<file path="config.mk">
export PLATFORM = sky130hd
export DESIGN_NAME = text_to_int_any_base_unit_flat
export DESIGN_NICKNAME = d
export VERILOG_FILES = /design/src/hw/rtl/tti_pkg.sv /design/src/hw/rtl/tti_ch_if.sv /design/src/hw/rtl/tti_value_if.sv /design/src/hw/rtl/tti_front.sv /design/src/hw/rtl/tti_queue.sv /design/src/hw/rtl/tti_back.sv /design/src/hw/rtl/text_to_int_any_base_unit.sv /design/src/flat_wrapper.sv
export SDC_FILE = /design/constraint.sdc
export NUM_CORES = 1
export LEC_CHECK = 0
export BUFFER_PORTS_ARGS = -buffer_cell sky130_fd_sc_hd__buf_2
export CAP_MARGIN = 10
export CORE_UTILIZATION = 50
export DETAILED_ROUTE_END_ITERATION = 7
export GPL_TIMING_DRIVEN = 1
export PLACE_DENSITY = 0.73
export SYNTH_ARGS = -nofsm -noshare
export SYNTH_HDL_FRONTEND = slang
export SYNTH_SLANG_ARGS = --single-unit
</file>
<file path="constraint.sdc">
create_clock -name clk_i -period 4.8 [get_ports clk_i]
set_input_delay 0.48 -clock clk_i [delete_from_list [all_inputs] [get_ports clk_i]]
set_output_delay 0.48 -clock clk_i [all_outputs]
set_load 0.02 [all_outputs]
</file>
<file path="src/hw/rtl/tti_pkg.sv">
// ----------------------------------------------------------------------------
// tti_pkg
// Shared widths, character codes, register map and the classified-item type
// for the text to integer parser.
// ----------------------------------------------------------------------------
`default_nettype none

package tti_pkg;

  localparam int unsigned ChW        = 8;
  localparam int unsigned ValueW     = 32;
  localparam int unsigned RadixW     = 5;
  localparam int unsigned DigitW     = 4;
  localparam int unsigned ApbDataW   = 32;
  localparam int unsigned ApbAddrW   = 2;
  localparam int unsigned QueueDepth = 2;

  localparam logic [RadixW-1:0]   RadixReset = RadixW'(10);
  localparam logic [RadixW-1:0]   RadixMin   = RadixW'(2);
  localparam logic [RadixW-1:0]   RadixMax   = RadixW'(16);
  localparam logic [ApbAddrW-1:0] RadixAddr  = '0;

  localparam logic [ChW-1:0] ChNul   = 8'h00;
  localparam logic [ChW-1:0] ChTab   = 8'h09;
  localparam logic [ChW-1:0] ChCr    = 8'h0D;
  localparam logic [ChW-1:0] ChSpace = 8'h20;
  localparam logic [ChW-1:0] ChPlus  = 8'h2B;
  localparam logic [ChW-1:0] ChMinus = 8'h2D;
  localparam logic [ChW-1:0] ChZero  = 8'h30;
  localparam logic [ChW-1:0] ChNine  = 8'h39;
  localparam logic [ChW-1:0] ChUpA   = 8'h41;
  localparam logic [ChW-1:0] ChUpF   = 8'h46;
  localparam logic [ChW-1:0] ChLoA   = 8'h61;
  localparam logic [ChW-1:0] ChLoF   = 8'h66;
  localparam logic [ChW-1:0] LetterBias = 8'd10;

  typedef enum logic [2:0] {
    KindSpace,
    KindPlus,
    KindMinus,
    KindDigit,
    KindOther,
    KindEnd
  } tti_kind_e;

  typedef struct packed {
    tti_kind_e         kind;
    logic [DigitW-1:0] digit;
    logic              radix_ok;
  } tti_item_t;

endpackage

`default_nettype wire

</file>
<file path="src/hw/rtl/tti_ch_if.sv">
// ----------------------------------------------------------------------------
// tti_ch_if
// Valid/ready channel carrying one input character per transfer.
// ----------------------------------------------------------------------------
`default_nettype none

interface tti_ch_if;
  import tti_pkg::*;

  logic           valid;
  logic           ready;
  logic [ChW-1:0] ch;

  modport source (output valid, output ch, input ready);
  modport sink   (input valid, input ch, output ready);
endinterface

`default_nettype wire

</file>
<file path="src/hw/rtl/tti_value_if.sv">
// ----------------------------------------------------------------------------
// tti_value_if
// Valid/ready channel carrying one parsed signed value per transfer.
// ----------------------------------------------------------------------------
`default_nettype none

interface tti_value_if;
  import tti_pkg::*;

  logic                     valid;
  logic                     ready;
  logic signed [ValueW-1:0] value;

  modport source (output valid, output value, input ready);
  modport sink   (input valid, input value, output ready);
endinterface

`default_nettype wire

</file>
<file path="src/hw/rtl/tti_front.sv">
// ----------------------------------------------------------------------------
// tti_front
// Accepts characters and classifies each one against the current radix.
// ----------------------------------------------------------------------------
`default_nettype none

module tti_front (
  input  wire logic [tti_pkg::RadixW-1:0] radix_i,
  tti_ch_if.sink                          ch_if,
  input  wire logic                       q_full_i,
  output logic                            push_o,
  output tti_pkg::tti_item_t              item_o
);
  import tti_pkg::*;

  logic [ChW-1:0]    ch;
  logic [ChW-1:0]    raw;
  logic              is_digit;
  logic [DigitW-1:0] digit;

  assign ch          = ch_if.ch;
  assign ch_if.ready = !q_full_i;
  assign push_o      = ch_if.valid && !q_full_i;

  always_comb begin
    raw      = '0;
    is_digit = 1'b0;
    if (ch >= ChZero && ch <= ChNine) begin
      raw      = ch - ChZero;
      is_digit = 1'b1;
    end else if (ch >= ChUpA && ch <= ChUpF) begin
      raw      = ch - ChUpA + LetterBias;
      is_digit = 1'b1;
    end else if (ch >= ChLoA && ch <= ChLoF) begin
      raw      = ch - ChLoA + LetterBias;
      is_digit = 1'b1;
    end
    digit = raw[DigitW-1:0];
  end

  always_comb begin
    item_o.digit    = digit;
    item_o.radix_ok = (radix_i >= RadixMin) && (radix_i <= RadixMax);
    if (ch == ChNul) begin
      item_o.kind = KindEnd;
    end else if ((ch >= ChTab && ch <= ChCr) || ch == ChSpace) begin
      item_o.kind = KindSpace;
    end else if (ch == ChPlus) begin
      item_o.kind = KindPlus;
    end else if (ch == ChMinus) begin
      item_o.kind = KindMinus;
    end else if (is_digit && (RadixW'(digit) < radix_i)) begin
      item_o.kind = KindDigit;
    end else begin
      item_o.kind = KindOther;
    end
  end

endmodule

`default_nettype wire

</file>
<file path="src/hw/rtl/tti_queue.sv">
// ----------------------------------------------------------------------------
// tti_queue
// Small FIFO of classified characters between the front and back parts.
// ----------------------------------------------------------------------------
`default_nettype none

module tti_queue #(
  parameter int unsigned Depth = tti_pkg::QueueDepth
) (
  input  wire logic               clk_i,
  input  wire logic               rst_ni,
  input  wire logic               push_i,
  input  wire tti_pkg::tti_item_t item_i,
  output logic                    full_o,
  output logic                    valid_o,
  output tti_pkg::tti_item_t      item_o,
  input  wire logic               pop_i
);
  import tti_pkg::*;

  localparam int unsigned PtrW = (Depth > 1) ? $clog2(Depth) : 1;
  localparam int unsigned CntW = $clog2(Depth + 1);
  localparam logic [PtrW-1:0] LastPtr = PtrW'(Depth - 1);
  localparam logic [CntW-1:0] FullCnt = CntW'(Depth);

  tti_item_t       mem_q [Depth];
  logic [PtrW-1:0] wr_ptr_q, wr_ptr_d;
  logic [PtrW-1:0] rd_ptr_q, rd_ptr_d;
  logic [CntW-1:0] count_q, count_d;
  logic            do_push, do_pop;

  assign full_o  = (count_q == FullCnt);
  assign valid_o = (count_q != '0);
  assign item_o  = mem_q[rd_ptr_q];
  assign do_push = push_i && !full_o;
  assign do_pop  = pop_i && valid_o;

  always_comb begin
    wr_ptr_d = wr_ptr_q;
    rd_ptr_d = rd_ptr_q;
    count_d  = count_q;
    if (do_push) begin
      wr_ptr_d = (wr_ptr_q == LastPtr) ? '0 : wr_ptr_q + 1'b1;
    end
    if (do_pop) begin
      rd_ptr_d = (rd_ptr_q == LastPtr) ? '0 : rd_ptr_q + 1'b1;
    end
    if (do_push && !do_pop) begin
      count_d = count_q + 1'b1;
    end else if (do_pop && !do_push) begin
      count_d = count_q - 1'b1;
    end
  end

  always_ff @(posedge clk_i or negedge rst_ni) begin
    if (!rst_ni) begin
      wr_ptr_q <= '0;
      rd_ptr_q <= '0;
      count_q  <= '0;
    end else begin
      wr_ptr_q <= wr_ptr_d;
      rd_ptr_q <= rd_ptr_d;
      count_q  <= count_d;
    end
  end

  always_ff @(posedge clk_i) begin
    if (do_push) begin
      mem_q[wr_ptr_q] <= item_i;
    end
  end

endmodule

`default_nettype wire

</file>
<file path="src/hw/rtl/tti_back.sv">
// ----------------------------------------------------------------------------
// tti_back
// Runs the parse state machine on classified characters, gathers digits and
// holds the finished value in an output register.
// ----------------------------------------------------------------------------
`default_nettype none

module tti_back (
  input  wire logic                       clk_i,
  input  wire logic                       rst_ni,
  input  wire logic [tti_pkg::RadixW-1:0] radix_i,
  input  wire logic                       q_valid_i,
  input  wire tti_pkg::tti_item_t         item_i,
  output logic                            pop_o,
  tti_value_if.source                     value_if
);
  import tti_pkg::*;

  typedef enum logic [1:0] {
    PhLead,
    PhGather,
    PhStop
  } phase_e;

  phase_e                   phase_q, phase_d;
  logic                     neg_q, neg_d;
  logic [ValueW-1:0]        accum_q, accum_d;
  logic                     out_valid_q, out_valid_d;
  logic signed [ValueW-1:0] value_q, value_d;
  logic [ValueW-1:0]        mac;

  // The output register can take a new value when empty or being drained.
  assign pop_o = q_valid_i &&
                 ((item_i.kind != KindEnd) || !out_valid_q || value_if.ready);

  assign mac = (accum_q * ValueW'(radix_i)) + ValueW'(item_i.digit);

  assign value_if.valid = out_valid_q;
  assign value_if.value = value_q;

  always_comb begin
    phase_d     = phase_q;
    neg_d       = neg_q;
    accum_d     = accum_q;
    out_valid_d = out_valid_q && !value_if.ready;
    value_d     = value_q;
    if (pop_o) begin
      if (item_i.kind == KindEnd) begin
        out_valid_d = 1'b1;
        if (!item_i.radix_ok) begin
          value_d = '0;
        end else if (neg_q) begin
          value_d = signed'(ValueW'(0) - accum_q);
        end else begin
          value_d = signed'(accum_q);
        end
        phase_d = PhLead;
        neg_d   = 1'b0;
        accum_d = '0;
      end else begin
        case (phase_q)
          PhLead: begin
            case (item_i.kind)
              KindSpace: phase_d = PhLead;
              KindPlus:  phase_d = PhGather;
              KindMinus: begin
                neg_d   = 1'b1;
                phase_d = PhGather;
              end
              KindDigit: begin
                accum_d = ValueW'(item_i.digit);
                phase_d = PhGather;
              end
              default:   phase_d = PhStop;
            endcase
          end
          PhGather: begin
            if (item_i.kind == KindDigit) begin
              accum_d = mac;
            end else begin
              phase_d = PhStop;
            end
          end
          default: phase_d = PhStop;
        endcase
      end
    end
  end

  always_ff @(posedge clk_i or negedge rst_ni) begin
    if (!rst_ni) begin
      phase_q     <= PhLead;
      neg_q       <= 1'b0;
      accum_q     <= '0;
      out_valid_q <= 1'b0;
    end else begin
      phase_q     <= phase_d;
      neg_q       <= neg_d;
      accum_q     <= accum_d;
      out_valid_q <= out_valid_d;
    end
  end

  always_ff @(posedge clk_i) begin
    value_q <= value_d;
  end

endmodule

`default_nettype wire

</file>
<file path="src/hw/rtl/text_to_int_any_base_unit.sv">
// ----------------------------------------------------------------------------
// text_to_int_any_base_unit
// Streaming string to signed integer parser for bases 2 to 16.
// ----------------------------------------------------------------------------
// Result path: the zero byte is written into the queue, and is then evaluated
//   into the output register once that register is empty or being drained.
// Throughput: one character per cycle while the queue is not full; the back
//   part does one 32x5 bit multiply-add per digit, and the queue lets the
//   input keep flowing while a result waits at the output.
// Reset: asynchronous, active low; the parser returns to skipping leading
//   white space, the queue and output empty, and the radix reads 10.
// ----------------------------------------------------------------------------
`default_nettype none

module text_to_int_any_base_unit #(
  parameter int unsigned QueueDepth = tti_pkg::QueueDepth
) (
  input  wire logic                         clk_i,
  input  wire logic                         rst_ni,
  // Configuration port. The only register is the radix at address 0.
  input  wire logic                         psel,
  input  wire logic                         penable,
  input  wire logic                         pwrite,
  input  wire logic [tti_pkg::ApbAddrW-1:0] paddr,
  input  wire logic [tti_pkg::ApbDataW-1:0] pwdata,
  output logic      [tti_pkg::ApbDataW-1:0] prdata,
  output logic                              pready,
  // Character stream in and value stream out.
  tti_ch_if.sink                            ch_if,
  tti_value_if.source                       value_if
);
  import tti_pkg::*;

  logic [RadixW-1:0] radix_q;
  logic              push;
  logic              pop;
  logic              q_full;
  logic              q_valid;
  tti_item_t         front_item;
  tti_item_t         back_item;

  // The radix register. Software must write it only while the parser is idle;
  // this is not enforced. Both parts read it directly, not staged with items.
  assign pready = 1'b1;
  assign prdata = (paddr == RadixAddr) ? ApbDataW'(radix_q) : '0;

  always_ff @(posedge clk_i or negedge rst_ni) begin
    if (!rst_ni) begin
      radix_q <= RadixReset;
    end else if (psel && penable && pwrite && (paddr == RadixAddr)) begin
      radix_q <= pwdata[RadixW-1:0];
    end
  end

  // The front part classifies each character as it is transferred in:
  // white space, sign, digit below the radix, other, or end of string.
  tti_front u_front (
    .radix_i  (radix_q),
    .ch_if    (ch_if),
    .q_full_i (q_full),
    .push_o   (push),
    .item_o   (front_item)
  );

  // The queue decouples classification from evaluation, so that a stalled
  // output does not immediately stall the input.
  tti_queue #(
    .Depth (QueueDepth)
  ) u_queue (
    .clk_i   (clk_i),
    .rst_ni  (rst_ni),
    .push_i  (push),
    .item_i  (front_item),
    .full_o  (q_full),
    .valid_o (q_valid),
    .item_o  (back_item),
    .pop_i   (pop)
  );

  // The back part owns the parse phase, the sign and the accumulator, and emits
  // the wrapped signed value (zero for a bad radix) when the end of the string arrives.
  tti_back u_back (
    .clk_i     (clk_i),
    .rst_ni    (rst_ni),
    .radix_i   (radix_q),
    .q_valid_i (q_valid),
    .item_i    (back_item),
    .pop_o     (pop),
    .value_if  (value_if)
  );

endmodule

`default_nettype wire
</file>
<file path="src/flat_wrapper.sv">
// flat-port wrapper written by rule: the top's interface ports become plain ports
module text_to_int_any_base_unit_flat import tti_pkg::*;
#(
  parameter int unsigned QueueDepth = tti_pkg::QueueDepth
)
  (clk_i, rst_ni, psel, penable, pwrite, paddr, pwdata, prdata, pready, ch_if_valid, ch_if_ch, ch_if_ready, value_if_valid, value_if_value, value_if_ready);
  tti_ch_if ch_if_i ();
  tti_value_if value_if_i ();
  input  wire logic clk_i;
  input  wire logic rst_ni;
  input  wire logic psel;
  input  wire logic penable;
  input  wire logic pwrite;
  input  wire logic [tti_pkg::ApbAddrW-1:0] paddr;
  input  wire logic [tti_pkg::ApbDataW-1:0] pwdata;
  output logic      [tti_pkg::ApbDataW-1:0] prdata;
  output logic pready;
  input wire logic [$bits(ch_if_i.valid)-1:0] ch_if_valid;
  input wire logic [$bits(ch_if_i.ch)-1:0] ch_if_ch;
  output wire logic [$bits(ch_if_i.ready)-1:0] ch_if_ready;
  output wire logic [$bits(value_if_i.valid)-1:0] value_if_valid;
  output wire logic [$bits(value_if_i.value)-1:0] value_if_value;
  input wire logic [$bits(value_if_i.ready)-1:0] value_if_ready;
  assign ch_if_i.valid = ch_if_valid;
  assign ch_if_i.ch = ch_if_ch;
  assign ch_if_ready = ch_if_i.ready;
  assign value_if_valid = value_if_i.valid;
  assign value_if_value = value_if_i.value;
  assign value_if_i.ready = value_if_ready;
  text_to_int_any_base_unit #(.QueueDepth(QueueDepth)) u_core (.clk_i(clk_i), .rst_ni(rst_ni), .psel(psel), .penable(penable), .pwrite(pwrite), .paddr(paddr), .pwdata(pwdata), .prdata(prdata), .pready(pready), .ch_if(ch_if_i), .value_if(value_if_i));
endmodule
</file>
==> out/metrics.csv, run 1 <==
stage,metric,value,unit
run_status,status,completed,
routing,vias,7818,
clock_network,numCtsBuffers,9,
clock_network,cts_hold_buf,0,
floorplan,pin_count,116,
worst_setup_path,critical_path_class,flop to flop,
cells_and_area,nNetsFinal,1416,
cells_and_area,drive_gt1_share,19.1,%
clock_network,worstSkewPairLatency,0.36,ns
cells_and_area,n_antenna_cell,0,
routing,drtAntennaViolNets,0,
floorplan,core,19500,sq um
worst_setup_path,crit_arrival,4.92,ns
global_routing,grt_pass1_vias,7746,
hold_path,hold_path_class,input port to asynchronous set/reset pin,
logic_synthesis,avgSynthCellArea,9.03,sq um
floorplan,start_util,51.3,%
sta,slew_headroom,26.1,%
floorplan,die_w,143,microns
sta,timing.fmax,0.214,GHz
global_routing,grt_overflow_total,0,
worst_setup_path,r2r_start,u_core.radix_q[3],
global_routing,grt_pass1_wl,38.0,mm
worst_setup_path,reg2reg_slack,0.13,ns
logic_synthesis,synth_area,10000,sq um
global_routing,grt_max_degree,46,
worst_setup_path,rr_worst_depth,18,
global_routing,track_usage,23.8,%
cells_and_area,syn_to_final_growth,17.2,%
logic_synthesis,ys.flop_type,edfxtp_1,
clock_network,clk_pin_slew_worst_paths,0.08,ns
logic_synthesis,seq_area_frac_synth,25.7,%
sta,drv_slew,0,
floorplan,die-area,20600,sq um
routing,drc,0,
power,switchingPower,1750,uW
power,power_frac_seq,30.1,%
sta,setup_viol,0,
sta,fin_tns_setup,0,ns
sta,finClkSkew,0.0113,ns
logic_synthesis,synth_edf_count,48,
worst_setup_path,start_kind,flop,
power,leakagePower,0.00560,uW
power,p_sw_share,43.9,%
placed_design,dp_hpwl,17.3,mm
placed_design,gp_congestion,0.877,
clock_network,cts_tree,done,
clock_network,root_buffer,clkbuf_16,
routing,firstDrtPassIters,5,
power,irDropWorstVdd,0.260,mV
clock_network,cts.sinks,93,
global_routing,antenna_found_initial,0,
clock_network,cts.htree.levels,3,
sta,finalCriticalPeriod,4.67,ns
logic_synthesis,synth_top_area_cell,fa_1,
worst_setup_path,crit_path_max_fanout,7,
routing,drt_iter0_drc,389,
cells_and_area,utilization,60.1,%
logic_synthesis,yosysWarnings,0,
sta,worst-slew-pin-transition,1.09,ns
logic_synthesis,synthTopCellsByArea,"fa_1 17%, edfxtp_1 14%, dfrtp_1 11%, ha_1 8.8%, and2_1 8.3%",
logic_synthesis,syn_inst,1108,
run,cap_viol_max_count,0,
power,p_total,3980,uW
power,clock_power_share,18.7,%
routing,wl_per_cell,15.8,microns
worst_setup_path,required,5.04,ns
sta,hold_viol,0,
power,power_density,340,nW/um^2
routing,wirelength,23.4,mm
power,power_frac_comb,51.3,%
logic_synthesis,synth_top_cell_area_share,17.2,%
worst_setup_path,crit_path_end_kind,flop,
logic_synthesis,async_flop_share,48.4,%
power,p_int,2230,uW
logic_synthesis,ys_types,67,
placed_design,portBuffers,60,
clock_network,clock_path_buffers,2,
floorplan,placementRows,51,
worst_setup_path,reg2reg_to,u_core.u_back.accum_q[21],
logic_synthesis,ys_seq_elements,93,
routing,vias_per_cell,5.28,
sta,rsz0062_at_grt,yes,
floorplan,fp.dieH,143,microns
sta,min_period_over_period,97.4,%
==> cell type report <==
type                    instances  area [sq um]
well taps                     265           332
inverters                     165           619
fillers                      1678          7800
flip-flops and latches         93          2570
repair buffers                149          1060
clock inverters                 7          88.8
multi-input cells             793          6830
clock buffers                   9           225
==> metrics by stage <==
| step | instance area (sq um) | worst slack, ns | hold slack [ns] | cells |
|---|---|---|---|---|
| finish | 11700 | 0.125 | 0.218 | 1481 |
| CTS | 11400 | -0.00236 | 0.240 | 1473 |
| floorplan | 10100 | 0.200 | 0.184 | 1134 |
| detailed placement | 11000 | -0.111 | 0.484 | 1455 |
| global placement | 11000 | -0.0658 | 0.477 | 1455 |
| global route | 11700 | -0.0719 | 0.270 | 1481 |
==> cells in the final DEF (no fill, tap or decap), types with 4 or more instances in the layout <==
master,Yosys,routed
mux2_2,8,8
o21ai_0,47,40
and2_1,133,131
or2_2,5,5
o21ai_1,2,8
a21oi_2,0,6
nor2_1,65,63
a211oi_1,8,6
conb_1,2,28
nand2_1,76,76
fa_1,86,85
a21oi_1,33,25
a21o_1,13,13
nand3_1,9,9
dfrtp_1,43,43
clkbuf_16,0,9
buf_4,28,80
a31oi_1,5,4
o31ai_1,18,17
o21a_1,4,4
nor3_1,14,14
nand4_1,5,5
o21bai_1,6,5
nor2b_1,12,12
ha_1,70,60
edfxtp_1,48,48
inv_1,164,164
nand2b_1,6,6
mux2i_1,11,10
xor2_1,45,45
or4_1,4,4
xnor2_1,22,22
buf_2,2,60
ha_4,0,9
and3_1,6,6
buf_12,0,7
==> repair_timing <==
action	in CTS	in global routing
endpoints found under the setup margin	4	11
setup buffers	2	8
resized for setup	7	60
pin swaps	2	39
==> Yosys cell counts, types with 4 or more instances <==
cell type and n:
xor2_1 45, a31oi_1 5, nor2b_1 12, mux2i_1 11, buf_4 28, clkbuf_1 50
fa_1 86, nor3_1 14, nor2_1 65, o31ai_1 18, o21a_1 4, or4_1 4
a21o_1 13, nand2b_1 6, nand2_1 76, nand4_1 5, mux2_2 8, and2_1 133
edfxtp_1 48, inv_1 164, a21oi_1 33, dfrtp_1 43, ha_1 70, o21ai_0 47
and3_1 6, or2_2 5, o21bai_1 6, a211oi_1 8, nand3_1 9, xnor2_1 22
==> logic make-up (layout without fill, tap and decap cells) <==
group / Yosys count / after routing / synth area share (%)
AOI/OAI and AO/OA: 173 / 173 / 11.5
xor gates and xnor gates: 67 / 67 / 5.86
adders and majority gates: 156 / 156 / 25.9
buffers and inverters: 248 / 330 / 10.4
DFF: 93 / 93 / 25.7
muxes: 19 / 19 / 2.00
other: 2 / 28 / 0.0750
and+or+nand+nor: 350 / 350 / 18.5
==> worst max-delay path, cell delays in order, from the launching register on <==
cell       delay (ns)
dfstp_4          0.64
buf_12           0.13
and2_1           0.14
fa_1             0.43
fa_1             0.50
inv_1            0.06
fa_1             0.56
inv_1            0.08
ha_4             0.28
buf_4            0.13
nand3_1          0.10
nor2_2           0.19
o2111ai_4        0.17
buf_4            0.17
a21oi_1          0.21
inv_1            0.09
o311ai_1         0.35
xor2_1           0.11
a22o_1           0.21
==> worst max-delay path by stage <==
stage	from	cells after the start	slack (ns)	endpoint
3_3_place_gp	u_core.radix_q[3]	16	-0.07	u_core.u_back.accum_q[29]
2_1_floorplan	u_core.radix_q[3]	17	0.20	u_core.u_back.accum_q[29]
5_1_grt	u_core.radix_q[3]	19	-0.07	u_core.u_back.accum_q[27]
6_report	u_core.radix_q[3]	18	0.13	u_core.u_back.accum_q[21]
3_5_place_dp	u_core.radix_q[3]	16	-0.11	u_core.u_back.accum_q[29]
4_1_cts	u_core.radix_q[3]	16	-0.002	u_core.u_back.accum_q[29]
==> metal layers <==
metal | part of all wire, % | GRT usage [%] | vias up
met4 | 2.1 | 7.33 | 0
met5 | 0 | 0 | -
met1 | 45 | 31.2 | 3840
met3 | 4.1 | 3.60 | 37
li1 | - | - | 3750
met2 | 49 | 40.4 | 191
==> registers in the layout, summed over array words and instances (netlist names) <==
name and flops:
u_core.u_back.accum_q 32, u_core.u_back.value_if.value 32, u_core.u_queue.mem_q 16, u_core.radix_q 5, u_core.u_back.phase_q 2, u_core.u_queue.count_q 2
u_core.u_back.neg_q 1, u_core.u_back.value_if.valid 1, u_core.u_queue.rd_ptr_q 1, u_core.u_queue.wr_ptr_q 1
==> power by group through the flow <==
stage / Combinational (uW) / Sequential (uW) / Clock, uW
floorplan: 1280 / 1280 / 0
global placement: 1910 / 1210 / 0
detailed placement: 1970 / 1220 / 0
CTS: 1980 / 1200 / 757
global route: 2270 / 1220 / 779
finish: 2040 / 1200 / 744
(Power assumes the default switching activity.)
==> inputs of run 2 (changes only) <==
--- a/config.mk
+++ b/config.mk
@@ -7,6 +7,7 @@
 export LEC_CHECK = 0
 export BUFFER_PORTS_ARGS = -buffer_cell sky130_fd_sc_hd__buf_2
 export CAP_MARGIN = 10
+export CORE_ASPECT_RATIO = 1.4
 export CORE_UTILIZATION = 50
 export DETAILED_ROUTE_END_ITERATION = 7
 export GPL_TIMING_DRIVEN = 1
==> out/metrics.csv, run 2 (same netlist as run 1, synthesis figures left out) <==
stage,metric,value,unit,change
floorplan,fp.dieH,169,microns,was 143 microns
cells_and_area,drive_gt1_share,15.9,%,was 19.1%
sta,timing.fmax,0.213,GHz,was 0.214 GHz
placed_design,gp_congestion,0.941,,was 0.877
global_routing,grt_overflow_total,0,,unchanged
global_routing,grtUsageMet3,2.99,%,was 3.60%
global_routing,met2_usage,43.0,%,was 40.4%
sta,finalCriticalPeriod,4.69,ns,was 4.67 ns
cells_and_area,n_antenna_cell,0,,unchanged
worst_setup_path,start_kind,flop,,unchanged
routing,wirelength,22.6,mm,was 23.4 mm
floorplan,die_w,122,microns,was 143 microns
sta,finClkSkew,0.00687,ns,was 0.0113 ns
sta,setup_ws,0.112,ns,was 0.125 ns
worst_setup_path,crit_slowest_cell,dfstp_2,,was dfstp_4
clock_network,clk_pin_slew_worst_paths,0.07,ns,was 0.08 ns
power,clock_power_share,17.7,%,was 18.7%
global_routing,grt_pass1_wl,37.8,mm,was 38.0 mm
power,p_total,3850,uW,was 3980 uW
clock_network,worstSkewPairLatency,0.35,ns,was 0.36 ns
clock_network,cts.sinks,93,,unchanged
worst_setup_path,crit_path_start,u_core.radix_q[3],,unchanged
routing,firstDrtPassIters,5,,unchanged
sta,min_period_over_period,97.7,%,was 97.4%
worst_setup_path,path_cells,buf_12 -> and2_1 -> fa_1 -> fa_1 -> inv_1 -> fa_1 -> inv_1 -> ha_1 -> a21o_1 -> buf_4 -> o21ba_2 -> a2111oi_1 -> buf_4 -> a2111o_1 -> a31oi_1 -> xor2_1 -> o21ai_0,,was buf_12 -> and2_1 -> fa_1 -> fa_1 -> inv_1 -> fa_1 -> inv_1 -> ha_4 -> buf_4 -> nand3_1 -> nor2_2 -> o2111ai_4 -> buf_4 -> a21oi_1 -> inv_1 -> o311ai_1 -> xor2_1 -> a22o_1
cells_and_area,final_cell_mix,"164 x inv_1, 133 x and2_1, 86 x fa_1",,"was 164 x inv_1, 131 x and2_1, 85 x fa_1"
sta,worst-slew-pin-transition,1.08,ns,was 1.09 ns
worst_setup_path,max_stage_delay,0.60,ns,was 0.64 ns
routing,wl_per_cell,15.7,microns,was 15.8 microns
worst_setup_path,r2r_start,u_core.radix_q[3],,unchanged
cells_and_area,design_area,11300,sq um,was 11700 sq um
global_routing,track_usage,23.5,%,was 23.8%
placed_design,portBuffers,60,,unchanged
power,irDropWorstVdd,0.234,mV,was 0.260 mV
routing,drtAntennaViolNets,0,,unchanged
worst_setup_path,reg2reg_to,u_core.u_back.accum_q[29],,was u_core.u_back.accum_q[21]
run_status,status,completed,,unchanged
power,p_int,2190,uW,was 2230 uW
worst_setup_path,crit_path_end_kind,flop,,unchanged
routing,vias,7758,,was 7818
power,switchingPower,1660,uW,was 1750 uW
routing,drt_iter0_drc,386,,was 389
run,cap_viol_max_count,0,,unchanged
global_routing,antenna_found_initial,0,,unchanged
power,power_frac_seq,30.9,%,was 30.1%
sta,hold_viol,0,,unchanged
power,leakagePower,0.00545,uW,was 0.00560 uW
power,p_sw_share,43.2,%,was 43.9%
floorplan,start_util,51.5,%,was 51.3%
sta,slew_headroom,26.3,%,was 26.1%
worst_setup_path,rr_worst_depth,17,,was 18
floorplan,placementRows,60,,was 51
routing,drc,0,,unchanged
clock_network,cts.htree.levels,3,,unchanged
cells_and_area,filler_cell_count,1703,,was 1678
worst_setup_path,crit_path_max_fanout,14,,was 7
worst_setup_path,crit_arrival,4.91,ns,was 4.92 ns
global_routing,grtUsageMet1,26.9,%,was 31.2%
sta,rsz0062_at_grt,yes,,unchanged
power,power_frac_comb,51.4,%,was 51.3%
sta,drv_slew,0,,unchanged
worst_setup_path,path_buf_inv,5,,was 6
placed_design,place_area,10900,sq um,was 11000 sq um
clock_network,clock_path_buffers,2,,unchanged
worst_setup_path,critical_path_class,flop to flop,,unchanged
global_routing,grt_pass1_vias,7913,,was 7746
sta,fin_tns_setup,0,ns,unchanged
global_routing,busiest_layer,met2,,unchanged
worst_setup_path,path_delay_family,adder cells,,unchanged
worst_setup_path,cp_common_cell,fa_1,,
placed_design,post-place-ws,-0.0461,ns,was -0.111 ns
routing,vias_per_cell,5.39,,was 5.28
cells_and_area,nNetsFinal,1391,,was 1416
floorplan,die-area,20600,sq um,about the same
clock_network,root_buffer,clkbuf_16,,unchanged
clock_network,cts_hold_buf,0,,unchanged
clock_network,numCtsBuffers,9,,unchanged
cells_and_area,layout_commonest_cell,inv_1,,unchanged
clock_network,cts_tree,done,,unchanged
hold_path,hold_path_class,input port to asynchronous set/reset pin,,unchanged
sta,setup_viol,0,,unchanged
global_routing,grt_max_degree,46,,unchanged
power,power_density,342,nW/um^2,was 340 nW/um^2
floorplan,pin_count,116,,unchanged
placed_design,dp_hpwl,17.6,mm,was 17.3 mm
floorplan,core,19400,sq um,was 19500 sq um
cells_and_area,syn_to_final_growth,12.5,%,was 17.2%
worst_setup_path,required,5.02,ns,was 5.04 ns
worst_setup_path,reg2reg_slack,0.11,ns,was 0.13 ns
-- run 2: changes by cell type in the layout (fill, tap and decap cells not counted), moves of 3 or more --
cell        delta
a21oi_1        +3
buf_4         -21
clkinv_8       -3
clkinvlp_4     +3
ha_1           +8
ha_4           -7
o21ai_0        +4
o21ai_1        -3
-- run 2: area by class of cell --
cell class / count / area, sq um / share of cell area, %
Clock inverter: 5 / 36.3 / 0.322
Sequential cell: 93 / 2570 / 22.8
Clock buffer: 11 / 243 / 2.16
Multi-Input combinational cell: 793 / 6640 / 59.0
Timing Repair Buffer: 124 / 843 / 7.49
Tap cell: 248 / 310 / 2.76
Inverter: 165 / 619 / 5.50
-- run 2: timing repair --
| item | in CTS | in global routing |
|---|---|---|
| buffers inserted | 0 | 1 |
| pin swaps | 0 | 8 |
| cloned | 0 | 0 |
| setup endpoints to repair | 2 | 8 |
| gates resized for setup | 2 | 25 |
-- run 2: per-layer routing --
metal	vias up	share of wire (%)
li1	3703	-
met5	-	0
met2	201	53
met4	0	3.2
met3	56	3.9
met1	3798	40
-- run 2: worst max path at each step --
stage | endpoint | slack, ns | cells past startpoint
CTS | u_core.u_back.accum_q[28] | 0.01 | 16
global route | u_core.u_back.accum_q[28] | -0.03 | 16
finish | u_core.u_back.accum_q[29] | 0.11 | 17
detailed placement | u_core.u_back.accum_q[28] | -0.05 | 16
global placement | u_core.u_back.accum_q[29] | 0.03 | 17
floorplan | u_core.u_back.accum_q[29] | 0.20 | 17
-- run 2: worst register-to-register path: stages, from the launching register on --
cell and delay (ns):
dfstp_2 0.60, buf_12 0.16, and2_1 0.15, fa_1 0.44, fa_1 0.55, inv_1 0.06
fa_1 0.53, inv_1 0.04, ha_1 0.30, a21o_1 0.21, buf_4 0.15, o21ba_2 0.24
a2111oi_1 0.06, buf_4 0.17, a2111o_1 0.40, a31oi_1 0.23, xor2_1 0.18, o21ai_0 0.09
-- run 2: metrics by stage --
stage               cells  hold WS (ns)  utilization, %
floorplan            1134         0.184               -
global placement     1422         0.476            55.8
detailed placement   1422         0.481            55.8
CTS                  1438         0.247            57.3
global route         1439         0.280            57.9
finish               1439         0.234            57.9
-- run 2: power by group through the flow --
stage	clock network [uW]	registers, uW	logic (uW)
after floorplan	0	1280	1280
after global placement	0	1200	1920
after detailed placement	0	1210	1980
after CTS	695	1190	1990
after global routing	725	1210	2210
final	683	1190	1980
==> inputs of run 3 (changes only) <==
--- a/config.mk
+++ b/config.mk
@@ -11,7 +11,7 @@
 export CORE_UTILIZATION = 50
 export DETAILED_ROUTE_END_ITERATION = 7
 export GPL_TIMING_DRIVEN = 1
-export PLACE_DENSITY = 0.73
+export PLACE_DENSITY = 0.7
 export SYNTH_ARGS = -nofsm -noshare
 export SYNTH_HDL_FRONTEND = slang
 export SYNTH_SLANG_ARGS = --single-unit
==> constraint.sdc (replaced) <==
create_clock -name clk_i -period 5.49 [get_ports clk_i]
set_input_delay 0.549 -clock clk_i [delete_from_list [all_inputs] [get_ports clk_i]]
set_output_delay 0.549 -clock clk_i [all_outputs]
set_load 0.02 [all_outputs]
==> out/metrics.csv, run 3 (same netlist as run 1, synthesis figures left out) <==
stage,metric,value,unit,change
sta,min_period_over_period,93.4,%,was 97.7%
worst_setup_path,critical_path_class,flop to flop,,unchanged
worst_setup_path,crit_arrival,5.38,ns,was 4.91 ns
sta,hold_viol,0,,unchanged
worst_setup_path,reg2reg_slack,0.36,ns,was 0.11 ns
routing,wl_per_cell,15.9,microns,was 15.7 microns
placed_design,gp_congestion,0.876,,was 0.941
sta,setup_ws,0.364,ns,was 0.112 ns
global_routing,grt_overflow_total,0,,unchanged
worst_setup_path,path_cells,buf_12 -> and2_1 -> fa_1 -> fa_1 -> inv_1 -> fa_1 -> inv_1 -> ha_1 -> nand2_1 -> o2111ai_1 -> or4b_2 -> a21oi_1 -> a2111o_1 -> a31oi_1 -> xor2_1 -> o21ai_0,,was buf_12 -> and2_1 -> fa_1 -> fa_1 -> inv_1 -> fa_1 -> inv_1 -> ha_1 -> a21o_1 -> buf_4 -> o21ba_2 -> a2111oi_1 -> buf_4 -> a2111o_1 -> a31oi_1 -> xor2_1 -> o21ai_0
placed_design,portBuffers,60,,unchanged
run_status,status,completed,,unchanged
floorplan,start_util,51.5,%,unchanged
power,power_density,307,nW/um^2,was 342 nW/um^2
floorplan,die-area,20600,sq um,unchanged
power,clock_power_share,19.9,%,was 17.7%
cells_and_area,n_antenna_cell,0,,unchanged
clock_network,cts_tree,done,,unchanged
worst_setup_path,max_stage_delay,0.76,ns,was 0.60 ns
clock_network,worstSkewPairLatency,0.36,ns,was 0.35 ns
floorplan,placementRows,60,,unchanged
cells_and_area,layout_commonest_cell,inv_1,,unchanged
worst_setup_path,crit_path_end_kind,flop,,unchanged
floorplan,die_w,122,microns,unchanged
run,cap_viol_max_count,0,,unchanged
clock_network,root_buffer,clkbuf_16,,unchanged
power,power_frac_seq,32.8,%,was 30.9%
routing,wirelength,22.2,mm,was 22.6 mm
routing,vias_per_cell,5.43,,was 5.39
worst_setup_path,required,5.74,ns,was 5.02 ns
cells_and_area,utilization,55.6,%,was 57.9%
sta,fin_tns_setup,0,ns,unchanged
sta,drv_slew,0,,unchanged
global_routing,grt_max_degree,46,,unchanged
worst_setup_path,reg2reg_to,u_core.u_back.accum_q[29],,unchanged
cells_and_area,final_cell_mix,"164 x inv_1, 133 x and2_1, 86 x fa_1",,unchanged
worst_setup_path,path_buf_inv,3,,was 5
sta,rsz0062_at_grt,no,,was yes
clock_network,cts.sinks,93,,unchanged
routing,drt_iter0_drc,347,,was 386
power,leakagePower,0.00524,uW,was 0.00545 uW
global_routing,grt_pass1_wl,37.4,mm,was 37.8 mm
sta,slew_headroom,22.0,%,was 26.3%
worst_setup_path,start_kind,flop,,unchanged
worst_setup_path,rr_worst_depth,16,,was 17
cells_and_area,filler_cell_count,1771,,was 1703
sta,finalCriticalPeriod,5.13,ns,was 4.69 ns
routing,vias,7579,,was 7758
sta,worst-slew-pin-transition,1.17,ns,was 1.08 ns
global_routing,track_usage,23.3,%,was 23.5%
clock_network,clock_path_buffers,2,,unchanged
routing,drtAntennaViolNets,0,,unchanged
clock_network,numCtsBuffers,9,,unchanged
power,switchingPower,1400,uW,was 1660 uW
power,power_frac_comb,47.4,%,was 51.4%
global_routing,grt_pass1_vias,7684,,was 7913
clock_network,clk_pin_slew_worst_paths,0.07,ns,about the same
clock_network,cts.htree.levels,3,,unchanged
placed_design,dp_hpwl,16.9,mm,was 17.6 mm
floorplan,pin_count,116,,unchanged
clock_network,cts_resized,0,,was 2
clock_network,post-cts-setup-buffer-count,0,,unchanged
sta,setup_viol,0,,unchanged
worst_setup_path,path_delay_family,adder cells,,unchanged
cells_and_area,syn_to_final_growth,7.98,%,was 12.5%
power,irDropWorstVdd,0.273,mV,was 0.234 mV
worst_setup_path,r2r_start,u_core.radix_q[3],,unchanged
sta,timing.fmax,0.195,GHz,was 0.213 GHz
worst_setup_path,cp_common_cell,fa_1,,unchanged
cells_and_area,nNetsFinal,1349,,was 1391
placed_design,post-place-ws,0.343,ns,was -0.0461 ns
global_routing,antenna_found_initial,0,,unchanged
cells_and_area,drive_gt1_share,11.3,%,was 15.9%
worst_setup_path,crit_path_max_fanout,16,,was 14
power,p_int,1920,uW,was 2190 uW
sta,finClkSkew,0.00856,ns,was 0.00687 ns
floorplan,core,19400,sq um,unchanged
power,p_total,3320,uW,was 3850 uW
worst_setup_path,crit_slowest_cell,dfstp_2,,unchanged
hold_path,hold_path_class,input port to asynchronous set/reset pin,,unchanged
routing,firstDrtPassIters,5,,unchanged
routing,drc,0,,unchanged
power,p_sw_share,42.3,%,was 43.2%
clock_network,cts_hold_buf,0,,unchanged
floorplan,fp.dieH,169,microns,unchanged
run 3: changes by cell type in the layout (fill, tap and decap cells not counted), sizes merged:
cell and change:
buf -42, clkbuf +2, clkinv -1, clkinvlp -1
run 3: through the flow:
step           instances  hold WS [ns]  area (sq um)
6_report            1397         0.304         10800
2_1_floorplan       1134         0.253         10100
3_3_place_gp        1381         0.475         10500
3_5_place_dp        1381         0.485         10500
5_1_grt             1397         0.363         10800
4_1_cts             1397         0.320         10800
run 3: worst max-delay path by stage:
| stage | from | to | slack, ns | cells after the start |
|---|---|---|---|---|
| 2_1_floorplan | u_core.radix_q[3] | u_core.u_back.accum_q[29] | 0.89 | 17 |
| 3_3_place_gp | u_core.radix_q[3] | u_core.u_back.accum_q[28] | 0.38 | 16 |
| 3_5_place_dp | u_core.radix_q[3] | u_core.u_back.accum_q[28] | 0.34 | 16 |
| 4_1_cts | u_core.radix_q[3] | u_core.u_back.accum_q[28] | 0.31 | 16 |
| 5_1_grt | u_core.radix_q[3] | u_core.u_back.accum_q[29] | 0.06 | 16 |
| 6_report | u_core.radix_q[3] | u_core.u_back.accum_q[29] | 0.36 | 16 |
run 3: worst register-to-register path, cell delays in order (launching register included):
cell	delay, ns
dfstp_2	0.76
buf_12	0.20
and2_1	0.16
fa_1	0.47
fa_1	0.56
inv_1	0.06
fa_1	0.52
inv_1	0.04
ha_1	0.38
nand2_1	0.12
o2111ai_1	0.28
or4b_2	0.65
a21oi_1	0.25
a2111o_1	0.15
a31oi_1	0.12
xor2_1	0.16
o21ai_0	0.14
run 3: layout make-up:
class	instances	area (sq um)	share of cell area [%]
clock inverters	3	23.8	0.220
inverters	165	619	5.73
repair buffers	82	478	4.42
multi-input cells	793	6520	60.3
well taps	248	310	2.87
flip-flops and latches	93	2570	23.8
clock buffers	13	292	2.70
run 3: power by group through the flow:
stage	logic (uW)	registers [uW]	clock network [uW]
floorplan	1120	1120	0
global placement	1540	1100	0
detailed placement	1580	1100	0
CTS	1590	1090	666
global route	1770	1110	688
finish	1570	1090	660
run 3: per-layer routing:
| layer | up-vias | routed length, microns | GRT usage [%] |
|---|---|---|---|
| li1 | 3617 | - | - |
| met1 | 3694 | 9230 | 28.2 |
| met2 | 214 | 11500 | 41.3 |
| met3 | 54 | 883 | 2.79 |
| met4 | 0 | 614 | 9.93 |
| met5 | - | 0 | 0 |
